--- config.mk ---
export PLATFORM = sky130hd
export DESIGN_NAME = container_frame_demux_top
export DESIGN_NICKNAME = d
export VERILOG_FILES = /design/src/sv/cfd_pkg.sv /design/src/sv/container_frame_demux_top.sv /design/src/sv/cfd_front.sv /design/src/sv/cfd_queue.sv /design/src/sv/cfd_back.sv
export SDC_FILE = /design/constraint.sdc
export NUM_CORES = 1
export LEC_CHECK = 0
export BUFFER_PORTS_ARGS = -buffer_cell sky130_fd_sc_hd__buf_2
export CAP_MARGIN = 0
export CELL_PAD_IN_SITES_DETAIL_PLACEMENT = 1
export CELL_PAD_IN_SITES_GLOBAL_PLACEMENT = 1
export CORE_ASPECT_RATIO = 1.4
export CORE_MARGIN = 1.5
export CORE_UTILIZATION = 35
export DETAILED_ROUTE_END_ITERATION = 10
export PLACE_DENSITY_LB_ADDON = 0.1
export SLEW_MARGIN = 20
export SYNTH_ARGS = -nofsm -noshare
export SYNTH_HDL_FRONTEND = slang
export SYNTH_SLANG_ARGS = --single-unit
--- constraint.sdc ---
create_clock -name i_clk -period 6.4 [get_ports i_clk]
set_input_delay 1.28 -clock i_clk [delete_from_list [all_inputs] [get_ports i_clk]]
set_output_delay 1.28 -clock i_clk [all_outputs]
set_load 0.01 [all_outputs]
--- src/sv/cfd_pkg.sv ---
// Shared types and constants for the container frame demultiplexer.
// Depends on nothing; imported by the front, queue, back and top modules.
`timescale 1ns / 1ps
`default_nettype none

package cfd_pkg;

    // Frame header layout
    localparam int unsigned HDR_LEN   = 12;
    localparam int unsigned HDR_IDX_W = 4;
    localparam int unsigned LEN_W     = 24;
    localparam int unsigned TS_W      = 32;

    // Frame type codes (ASCII)
    localparam logic [7:0] TYPE_VIDEO = 8'h56;
    localparam logic [7:0] TYPE_EXTRA = 8'h44;
    localparam logic [7:0] TYPE_AUDIO = 8'h41;
    localparam logic [7:0] TYPE_SEEKP = 8'h52;

    // Stream select codes
    localparam logic SEL_AUDIO = 1'b0;
    localparam logic SEL_VIDEO = 1'b1;

    // Configuration register indexes
    localparam logic CFG_VIDEO_EN = 1'b0;
    localparam logic CFG_AUDIO_EN = 1'b1;

    // Parser phase, one-hot
    typedef enum logic [3:0] {
        PH_HEADER = 4'b0001,
        PH_VIDEO  = 4'b0010,
        PH_AUDIO  = 4'b0100,
        PH_DROP   = 4'b1000
    } t_phase;

    // One delivered packet byte or empty marker
    typedef struct packed {
        logic [7:0]             out_byte;
        logic                   stream_sel;
        logic                   first_of_packet;
        logic                   last_of_packet;
        logic                   empty_packet;
        logic signed [TS_W-1:0] timestamp;
    } t_result;

    localparam int unsigned RESULT_W = $bits(t_result);

endpackage

`default_nettype wire

--- src/sv/container_frame_demux_top.sv ---
// Top level of the container frame demultiplexer: front parser, result queue,
// output stage. Depends on cfd_pkg, cfd_front, cfd_queue and cfd_back.
//
// Usage:
//   Input channel: one byte of the frame stream per request on i_data_byte,
//   taken when i_in_valid is high and o_in_stall is low.
//   Output channel: one packet byte (or an empty audio marker) per request
//   on the o_* fields, taken when o_out_valid is high and i_out_stall is low.
//   Header bytes of video/extradata frames and their payload go out with
//   stream select 1; audio payload goes out with stream select 0.
//   The timestamp field carries the frame timestamp on the last byte of a
//   packet and is zero otherwise.
//   Configuration: i_cfg_we writes i_cfg_data to register i_cfg_index (0 video
//   enable, 1 audio enable); write only while the block is idle (not enforced).
// Timing:
//   One byte accepted per cycle while o_in_stall is low. A result enters the
//   queue at the edge that accepts its byte, then the output register. The
//   parser updates its counters per accepted byte; the queue of QUEUE_DEPTH
//   entries absorbs receiver stalls; o_in_stall rises only when it is full.
// Reset: synchronous, active low; both enables return to 1, the parser
//   waits for the first header byte and the queue and output are empty.
`timescale 1ns / 1ps
`default_nettype none

module container_frame_demux_top
    import cfd_pkg::*;
#(
    parameter int unsigned QUEUE_DEPTH = 4
) (
    input  wire logic              i_clk,
    input  wire logic              i_rst_n,
    input  wire logic              i_cfg_we,
    input  wire logic              i_cfg_index,
    input  wire logic              i_cfg_data,
    input  wire logic              i_in_valid,
    output logic                   o_in_stall,
    input  wire logic [7:0]        i_data_byte,
    output logic                   o_out_valid,
    input  wire logic              i_out_stall,
    output logic [7:0]             o_out_byte,
    output logic                   o_stream_sel,
    output logic                   o_first_of_packet,
    output logic                   o_last_of_packet,
    output logic                   o_empty_packet,
    output logic signed [TS_W-1:0] o_timestamp
);

    t_result w_front_res, w_q_data, w_out_res;
    logic    w_push, w_pop, w_full, w_empty, w_accept;

    assign o_in_stall = w_full;
    assign w_accept   = i_in_valid && !w_full;

    cfd_front u_front (
        .i_clk       (i_clk),
        .i_rst_n     (i_rst_n),
        .i_cfg_we    (i_cfg_we),
        .i_cfg_index (i_cfg_index),
        .i_cfg_data  (i_cfg_data),
        .i_accept    (w_accept),
        .i_data_byte (i_data_byte),
        .o_result    (w_front_res),
        .o_push      (w_push)
    );

    cfd_queue #(
        .DEPTH (QUEUE_DEPTH)
    ) u_queue (
        .i_clk   (i_clk),
        .i_rst_n (i_rst_n),
        .i_push  (w_push),
        .i_data  (w_front_res),
        .i_pop   (w_pop),
        .o_data  (w_q_data),
        .o_full  (w_full),
        .o_empty (w_empty)
    );

    cfd_back u_back (
        .i_clk     (i_clk),
        .i_rst_n   (i_rst_n),
        .i_q_empty (w_empty),
        .i_q_data  (w_q_data),
        .o_q_pop   (w_pop),
        .i_stall   (i_out_stall),
        .o_valid   (o_out_valid),
        .o_result  (w_out_res)
    );

    // Unpack the output record
    assign o_out_byte        = w_out_res.out_byte;
    assign o_stream_sel      = w_out_res.stream_sel;
    assign o_first_of_packet = w_out_res.first_of_packet;
    assign o_last_of_packet  = w_out_res.last_of_packet;
    assign o_empty_packet    = w_out_res.empty_packet;
    assign o_timestamp       = w_out_res.timestamp;

endmodule

`default_nettype wire

--- src/sv/cfd_front.sv ---
// Front end: parses the frame byte stream and classifies each byte.
// Uses cfd_pkg; emits at most one result record per accepted byte into the queue.
`timescale 1ns / 1ps
`default_nettype none

module cfd_front
    import cfd_pkg::*;
(
    input  wire logic       i_clk,
    input  wire logic       i_rst_n,
    input  wire logic       i_cfg_we,
    input  wire logic       i_cfg_index,
    input  wire logic       i_cfg_data,
    input  wire logic       i_accept,
    input  wire logic [7:0] i_data_byte,
    output t_result         o_result,
    output logic            o_push
);

    logic                 r_video_en, r_audio_en;
    logic [HDR_IDX_W-1:0] r_hdr_idx, n_hdr_idx;
    logic [7:0]           r_frame_type, n_frame_type;
    logic [TS_W-1:0]      r_frame_ts, n_frame_ts;
    logic [LEN_W-1:0]     r_payload_left, n_payload_left;
    t_phase               r_phase, n_phase;
    logic                 r_to_video, n_to_video;

    logic [HDR_IDX_W-1:0] v_idx;
    logic [LEN_W-1:0]     v_dec;
    logic                 v_last;

    // Configuration registers
    always_ff @(posedge i_clk) begin
        if (!i_rst_n) begin
            r_video_en <= 1'b1;
            r_audio_en <= 1'b1;
        end else if (i_cfg_we) begin
            unique case (i_cfg_index)
                CFG_VIDEO_EN: r_video_en <= i_cfg_data;
                CFG_AUDIO_EN: r_audio_en <= i_cfg_data;
                default:      r_video_en <= r_video_en;
            endcase
        end
    end

    // Parse one byte: capture header fields, count payload, build result
    always_comb begin
        n_hdr_idx      = r_hdr_idx;
        n_frame_type   = r_frame_type;
        n_frame_ts     = r_frame_ts;
        n_payload_left = r_payload_left;
        n_phase        = r_phase;
        n_to_video     = r_to_video;
        o_push         = 1'b0;
        o_result       = '0;
        v_idx          = (r_hdr_idx >= HDR_IDX_W'(HDR_LEN)) ? '0 : r_hdr_idx;
        v_dec          = (r_payload_left != '0) ? r_payload_left - LEN_W'(1) : '0;
        v_last         = 1'b0;

        unique case (r_phase)
            PH_HEADER: begin
                // Capture header fields
                if (v_idx == '0) begin
                    n_frame_type = i_data_byte;
                    n_to_video   = ((i_data_byte == TYPE_VIDEO) ||
                                    (i_data_byte == TYPE_EXTRA)) && r_video_en;
                end else if (v_idx >= HDR_IDX_W'(4) && v_idx <= HDR_IDX_W'(7)) begin
                    unique case (v_idx[1:0])
                        2'd0: n_frame_ts[7:0]   = i_data_byte;
                        2'd1: n_frame_ts[15:8]  = i_data_byte;
                        2'd2: n_frame_ts[23:16] = i_data_byte;
                        2'd3: n_frame_ts[31:24] = i_data_byte;
                        default: n_frame_ts = r_frame_ts;
                    endcase
                end else if (v_idx >= HDR_IDX_W'(8)) begin
                    unique case (v_idx[1:0])
                        2'd0: n_payload_left[7:0]   = i_data_byte;
                        2'd1: n_payload_left[15:8]  = i_data_byte;
                        2'd2: n_payload_left[23:16] = i_data_byte;
                        default: n_payload_left = r_payload_left;
                    endcase
                end

                if (v_idx < HDR_IDX_W'(HDR_LEN - 1)) begin
                    // Mid-header: forward to video if routed there
                    n_hdr_idx                = v_idx + HDR_IDX_W'(1);
                    o_push                   = n_to_video;
                    o_result.out_byte        = i_data_byte;
                    o_result.stream_sel      = SEL_VIDEO;
                    o_result.first_of_packet = (v_idx == '0);
                end else begin
                    // Last header byte: decide what follows
                    n_hdr_idx = '0;
                    if (r_to_video) begin
                        v_last                  = (n_payload_left == '0);
                        n_phase                 = v_last ? PH_HEADER : PH_VIDEO;
                        o_push                  = 1'b1;
                        o_result.out_byte       = i_data_byte;
                        o_result.stream_sel     = SEL_VIDEO;
                        o_result.last_of_packet = v_last;
                        o_result.timestamp      = v_last ? r_frame_ts : '0;
                    end else if (r_frame_type == TYPE_SEEKP) begin
                        n_payload_left = '0;
                        n_phase        = PH_HEADER;
                    end else if (r_frame_type == TYPE_AUDIO && r_audio_en) begin
                        if (n_payload_left == '0) begin
                            n_phase                  = PH_HEADER;
                            o_push                   = 1'b1;
                            o_result.stream_sel      = SEL_AUDIO;
                            o_result.first_of_packet = 1'b1;
                            o_result.last_of_packet  = 1'b1;
                            o_result.empty_packet    = 1'b1;
                            o_result.timestamp       = r_frame_ts;
                        end else begin
                            n_phase = PH_AUDIO;
                        end
                    end else begin
                        n_phase = (n_payload_left == '0) ? PH_HEADER : PH_DROP;
                    end
                end
            end
            PH_VIDEO: begin
                n_payload_left          = v_dec;
                v_last                  = (v_dec == '0);
                n_phase                 = v_last ? PH_HEADER : PH_VIDEO;
                o_push                  = 1'b1;
                o_result.out_byte       = i_data_byte;
                o_result.stream_sel     = SEL_VIDEO;
                o_result.last_of_packet = v_last;
                o_result.timestamp      = v_last ? r_frame_ts : '0;
            end
            PH_AUDIO: begin
                // Header index marks whether the first payload byte went out
                n_payload_left           = v_dec;
                v_last                   = (v_dec == '0);
                n_hdr_idx                = v_last ? '0 : HDR_IDX_W'(1);
                n_phase                  = v_last ? PH_HEADER : PH_AUDIO;
                o_push                   = 1'b1;
                o_result.out_byte        = i_data_byte;
                o_result.stream_sel      = SEL_AUDIO;
                o_result.first_of_packet = (r_hdr_idx == '0);
                o_result.last_of_packet  = v_last;
                o_result.timestamp       = v_last ? r_frame_ts : '0;
            end
            PH_DROP: begin
                n_payload_left = v_dec;
                n_phase        = (v_dec == '0) ? PH_HEADER : PH_DROP;
            end
            default: begin
                n_phase = PH_HEADER;
            end
        endcase

        o_push = o_push && i_accept;
    end

    // Advance parser state on each accepted byte
    always_ff @(posedge i_clk) begin
        if (!i_rst_n) begin
            r_hdr_idx      <= '0;
            r_frame_type   <= '0;
            r_frame_ts     <= '0;
            r_payload_left <= '0;
            r_phase        <= PH_HEADER;
            r_to_video     <= 1'b0;
        end else if (i_accept) begin
            r_hdr_idx      <= n_hdr_idx;
            r_frame_type   <= n_frame_type;
            r_frame_ts     <= n_frame_ts;
            r_payload_left <= n_payload_left;
            r_phase        <= n_phase;
            r_to_video     <= n_to_video;
        end
    end

endmodule

`default_nettype wire

--- src/sv/cfd_queue.sv ---
// Short result queue between the parser front end and the output stage.
// Uses cfd_pkg for the result record; DEPTH must be a power of two.
`timescale 1ns / 1ps
`default_nettype none

module cfd_queue
    import cfd_pkg::*;
#(
    parameter int unsigned DEPTH = 4
) (
    input  wire logic i_clk,
    input  wire logic i_rst_n,
    input  wire logic i_push,
    input  t_result   i_data,
    input  wire logic i_pop,
    output t_result   o_data,
    output logic      o_full,
    output logic      o_empty
);

    localparam int unsigned PTR_W = (DEPTH > 1) ? $clog2(DEPTH) : 1;
    localparam int unsigned CNT_W = $clog2(DEPTH + 1);

    t_result            r_mem [DEPTH];
    logic [PTR_W-1:0]   r_wr_ptr, r_rd_ptr;
    logic [CNT_W-1:0]   r_count;

    assign o_full  = (r_count == CNT_W'(DEPTH));
    assign o_empty = (r_count == '0);
    assign o_data  = r_mem[r_rd_ptr];

    // Store pushed records
    always_ff @(posedge i_clk) begin
        if (i_push) begin
            r_mem[r_wr_ptr] <= i_data;
        end
    end

    // Advance pointers and occupancy
    always_ff @(posedge i_clk) begin
        if (!i_rst_n) begin
            r_wr_ptr <= '0;
            r_rd_ptr <= '0;
            r_count  <= '0;
        end else begin
            if (i_push) begin
                r_wr_ptr <= r_wr_ptr + PTR_W'(1);
            end
            if (i_pop) begin
                r_rd_ptr <= r_rd_ptr + PTR_W'(1);
            end
            priority case ({i_push, i_pop})
                2'b10:   r_count <= r_count + CNT_W'(1);
                2'b01:   r_count <= r_count - CNT_W'(1);
                default: r_count <= r_count;
            endcase
        end
    end

endmodule

`default_nettype wire

--- src/sv/cfd_back.sv ---
// Output stage: holds one result record for the receiver, refilled from the queue.
// Uses cfd_pkg for the result record.
`timescale 1ns / 1ps
`default_nettype none

module cfd_back
    import cfd_pkg::*;
(
    input  wire logic i_clk,
    input  wire logic i_rst_n,
    input  wire logic i_q_empty,
    input  t_result   i_q_data,
    output logic      o_q_pop,
    input  wire logic i_stall,
    output logic      o_valid,
    output t_result   o_result
);

    logic    r_valid;
    t_result r_result;

    // Load when the register is free or being taken this cycle
    assign o_q_pop  = !i_q_empty && (!r_valid || !i_stall);
    assign o_valid  = r_valid;
    assign o_result = r_result;

    always_ff @(posedge i_clk) begin
        if (!i_rst_n) begin
            r_valid <= 1'b0;
        end else if (!r_valid || !i_stall) begin
            r_valid <= !i_q_empty;
        end
    end

    // Hold payload while stalled
    always_ff @(posedge i_clk) begin
        if (o_q_pop) begin
            r_result <= i_q_data;
        end
    end

endmodule

`default_nettype wire
==> flow_metrics.tcl <==
set metrics [dict create \
    fmax_mhz 220 \
    grt_first_pass_wirelength_um 51200 \
    dp_cells 1454 \
    endpoint_kind "flip-flop" \
    vdd.ir_drop.worst_mv 0.225 \
    finalSetupViolations 0 \
    numClockSinks 303 \
    antenna_cells 0 \
    swShare 0.271 \
    synth_seq_cells 303 \
    grt_antenna_before_repair 0 \
    clk_pin_slew_worst_paths_ns 0.06 \
    critPathBufInv 1 \
    final_core_util 0.402 \
    max_stage_delay_ns 0.64 \
    switchingPower_mw 1.37 \
    syn_to_final_growth_pct 13.3 \
    fp-row-count 84 \
    synth_seq_area_share 0.621 \
    synth_area_um2 13300 \
    synthFlopType "edfxtp_1" \
    postSynthAreaPerCell_um2 13.7 \
    outcome "finished, final reports clean" \
    synthArstFlopShare 0 \
    cp.arrival_ns 4.77 \
    cts_root_buffer "clkbuf_16" \
    cp_cell_sequence "ha_1 -> nor2b_1 -> ha_1 -> nand3_1 -> mux2i_1 -> nor4_2 -> nand4_1 -> a21oi_1 -> and2_2 -> buf_4" \
    avgRoutedWirePerCell_um 21.9 \
    timing.hold.ws_ns 0.464 \
    cts_buffers 31 \
    track_usage 0.171 \
    dieArea_um2 39200 \
    crit_slowest_cell "and2_2" \
    gp_congestion 0.763 \
    ant_nets 0 \
    cts_buffer_depth 3 \
    io_pins 61 \
    critPathKind "reg2reg" \
    finalPower_mw 5.07 \
    clkPwrFrac 0.343 \
    htreeDepth 1 \
    first_pass_iters 4 \
    insertion_delay_ns 0.56 \
    cts_tree "done" \
    p_seq_frac 0.481 \
    fin_skew_ns 0.00829 \
    critPathRequiredTime_ns 6.62 \
    min_period_ns 4.56 \
    synth_edf_count 220 \
    p_comb_frac 0.176 \
    r2r_slack_ns 1.84 \
    fin_nets 1045 \
    initial_core_util 0.355 \
    drc 0 \
    dp_hpwl_um 21700 \
    critPathTopFamily "simple AND/OR/NAND/NOR gates" \
    synth.distinct_cells 68 \
    cp_max_fo 24 \
    cts_resized 0 \
    drive_above_1_share 0.216 \
    postCtsSetupBuffers 0 \
    viasPerCell 5.32 \
    die_w_um 168 \
    slew_headroom 0.272 \
    grt_remaining_overflow 0 \
    fp.coreArea_um2 37500 \
    port_buffers 60 \
    cp_common_cell "ha_1" \
    period_share 0.712 \
    ys_warn_count 0 \
    fillCellCount 3851 \
    fin_tns_setup_ns 0 \
    drt_iter0_markers 313 \
    netlist_instances 969 \
    intPower_mw 3.70 \
    hold_class "reg2reg" \
    wl_um 33100 \
    stdcell_area_um2 15100 \
    cap_violations 0 \
    grt_max_degree 88 \
    p_leak_nw 5.20 \
    grt_pass1_vias 8561 \
    maxSlewViolCount 0 \
    synth_fp_nets 1000 \
    die_h_um 234 \
    hold_viol_final 0 \
    final_cell_mix "220 x edfxtp_1, 81 x dfxtp_1, 72 x nand2_1, 59 x buf_2, 46 x nand3_1" \
    cp-start-kind "flip-flop" \
    layout_commonest_cell "edfxtp_1" \
    ctsHoldBuffers 0 \
    vias 8042 \
    dp_worst_setup_slack_ns 1.45 \
    place_area_um2 14100 \
    rsz0062_at_grt "no" \
    tightest_slew_ns 1.09 \
    instances_no_fill 1511 \
    fin_ws_ns 1.84 \
    powerDensity_nw_per_um2 336 \
]
-- cell type report --
class,count,area (µm²),share of cell area
sequential,303,8270,0.549
multi-input combinational,581,4730,0.314
clock buffer,44,875,0.0580
tap,473,592,0.0393
timing repair buffer,78,438,0.0290
clock inverter,13,95.1,0.00631
inverter,19,71.3,0.00473
-- tightest hold or removal path, stage by stage (launching register included) --
cell and delay, ns:
dfxtp_1 0.31, nand2_1 0.05, a21boi_0 0.06
-- cell families after synthesis --
group	Yosys count	synth area share
AO/OA/AOI/OAI	194	0.113
XOR/XNOR	13	0.00856
adder cells (fa/ha/maj)	16	0.0156
buffers and inverters	85	0.0268
flip-flops	303	0.621
multiplexers	73	0.0965
AND/OR/NAND/NOR	285	0.118
-- Yosys cell counts, drive strengths merged, types with 5 or more instances --
cell | n | area share
a21boi | 71 | 0.048
a21oi | 17 | 0.0064
a22oi | 15 | 0.0085
and2 | 10 | 0.0047
and3 | 8 | 0.0038
buf | 24 | 0.0096
clkbuf | 42 | 0.012
dfxtp | 83 | 0.12
edfxtp | 220 | 0.50
ha | 15 | 0.014
inv | 19 | 0.0054
mux2i | 27 | 0.020
mux4 | 44 | 0.074
nand2 | 72 | 0.020
nand2b | 8 | 0.0038
nand3 | 47 | 0.018
nand4 | 5 | 0.0035
nor2 | 29 | 0.0082
nor2b | 45 | 0.021
nor3 | 14 | 0.0056
nor4 | 15 | 0.011
o211ai | 7 | 0.0043
o21ai | 34 | 0.013
o22ai | 5 | 0.0024
o32ai | 9 | 0.0059
or3 | 10 | 0.0047
or4 | 7 | 0.0045
xnor2 | 6 | 0.0039
xor2 | 7 | 0.0046
-- routing by layer --
| layer | part of all wire | global-route usage |
|---|---|---|
| met2 | 0.55 | 0.336 |
| met5 | 0 | 0 |
| met4 | 0.028 | 0.0605 |
| met1 | 0.40 | 0.191 |
| met3 | 0.025 | 0.0181 |
-- worst paths after layout --
path	cells past startpoint	startpoint	endpoint
worst max register to register	10	u_front.r_hdr_idx[2]	u_queue.r_mem[0][31]
worst min-delay path	2	u_front.r_frame_ts[10]	u_front.r_frame_ts[10]
worst max-delay path	10	u_front.r_hdr_idx[2]	u_queue.r_mem[0][31]
worst min register to register	2	u_front.r_frame_ts[10]	u_front.r_frame_ts[10]
-- sequential cells by signal, summed over array words and instances (netlist names), 3 cells and up --
register / count
u_front.r_frame_ts: 32
u_queue.r_count: 3
u_front.r_hdr_idx: 4
u_queue.r_mem: 176
u_front.r_phase: 4
u_front.r_payload_left: 24
u_front.r_frame_type: 8
u_back.o_result: 44
-- power by group through the flow --
| stage | sequential [mW] | combinational [mW] | clock [mW] |
|---|---|---|---|
| 2_1_floorplan | 2.52 | 0.538 | 0 |
| 3_3_place_gp | 2.49 | 0.913 | 0 |
| 3_5_place_dp | 2.49 | 0.919 | 0 |
| 4_1_cts | 2.45 | 0.922 | 1.81 |
| 5_1_grt | 2.46 | 0.978 | 1.86 |
| 6_report | 2.44 | 0.893 | 1.74 |
Note: power is estimated with default switching activity, not from simulation.
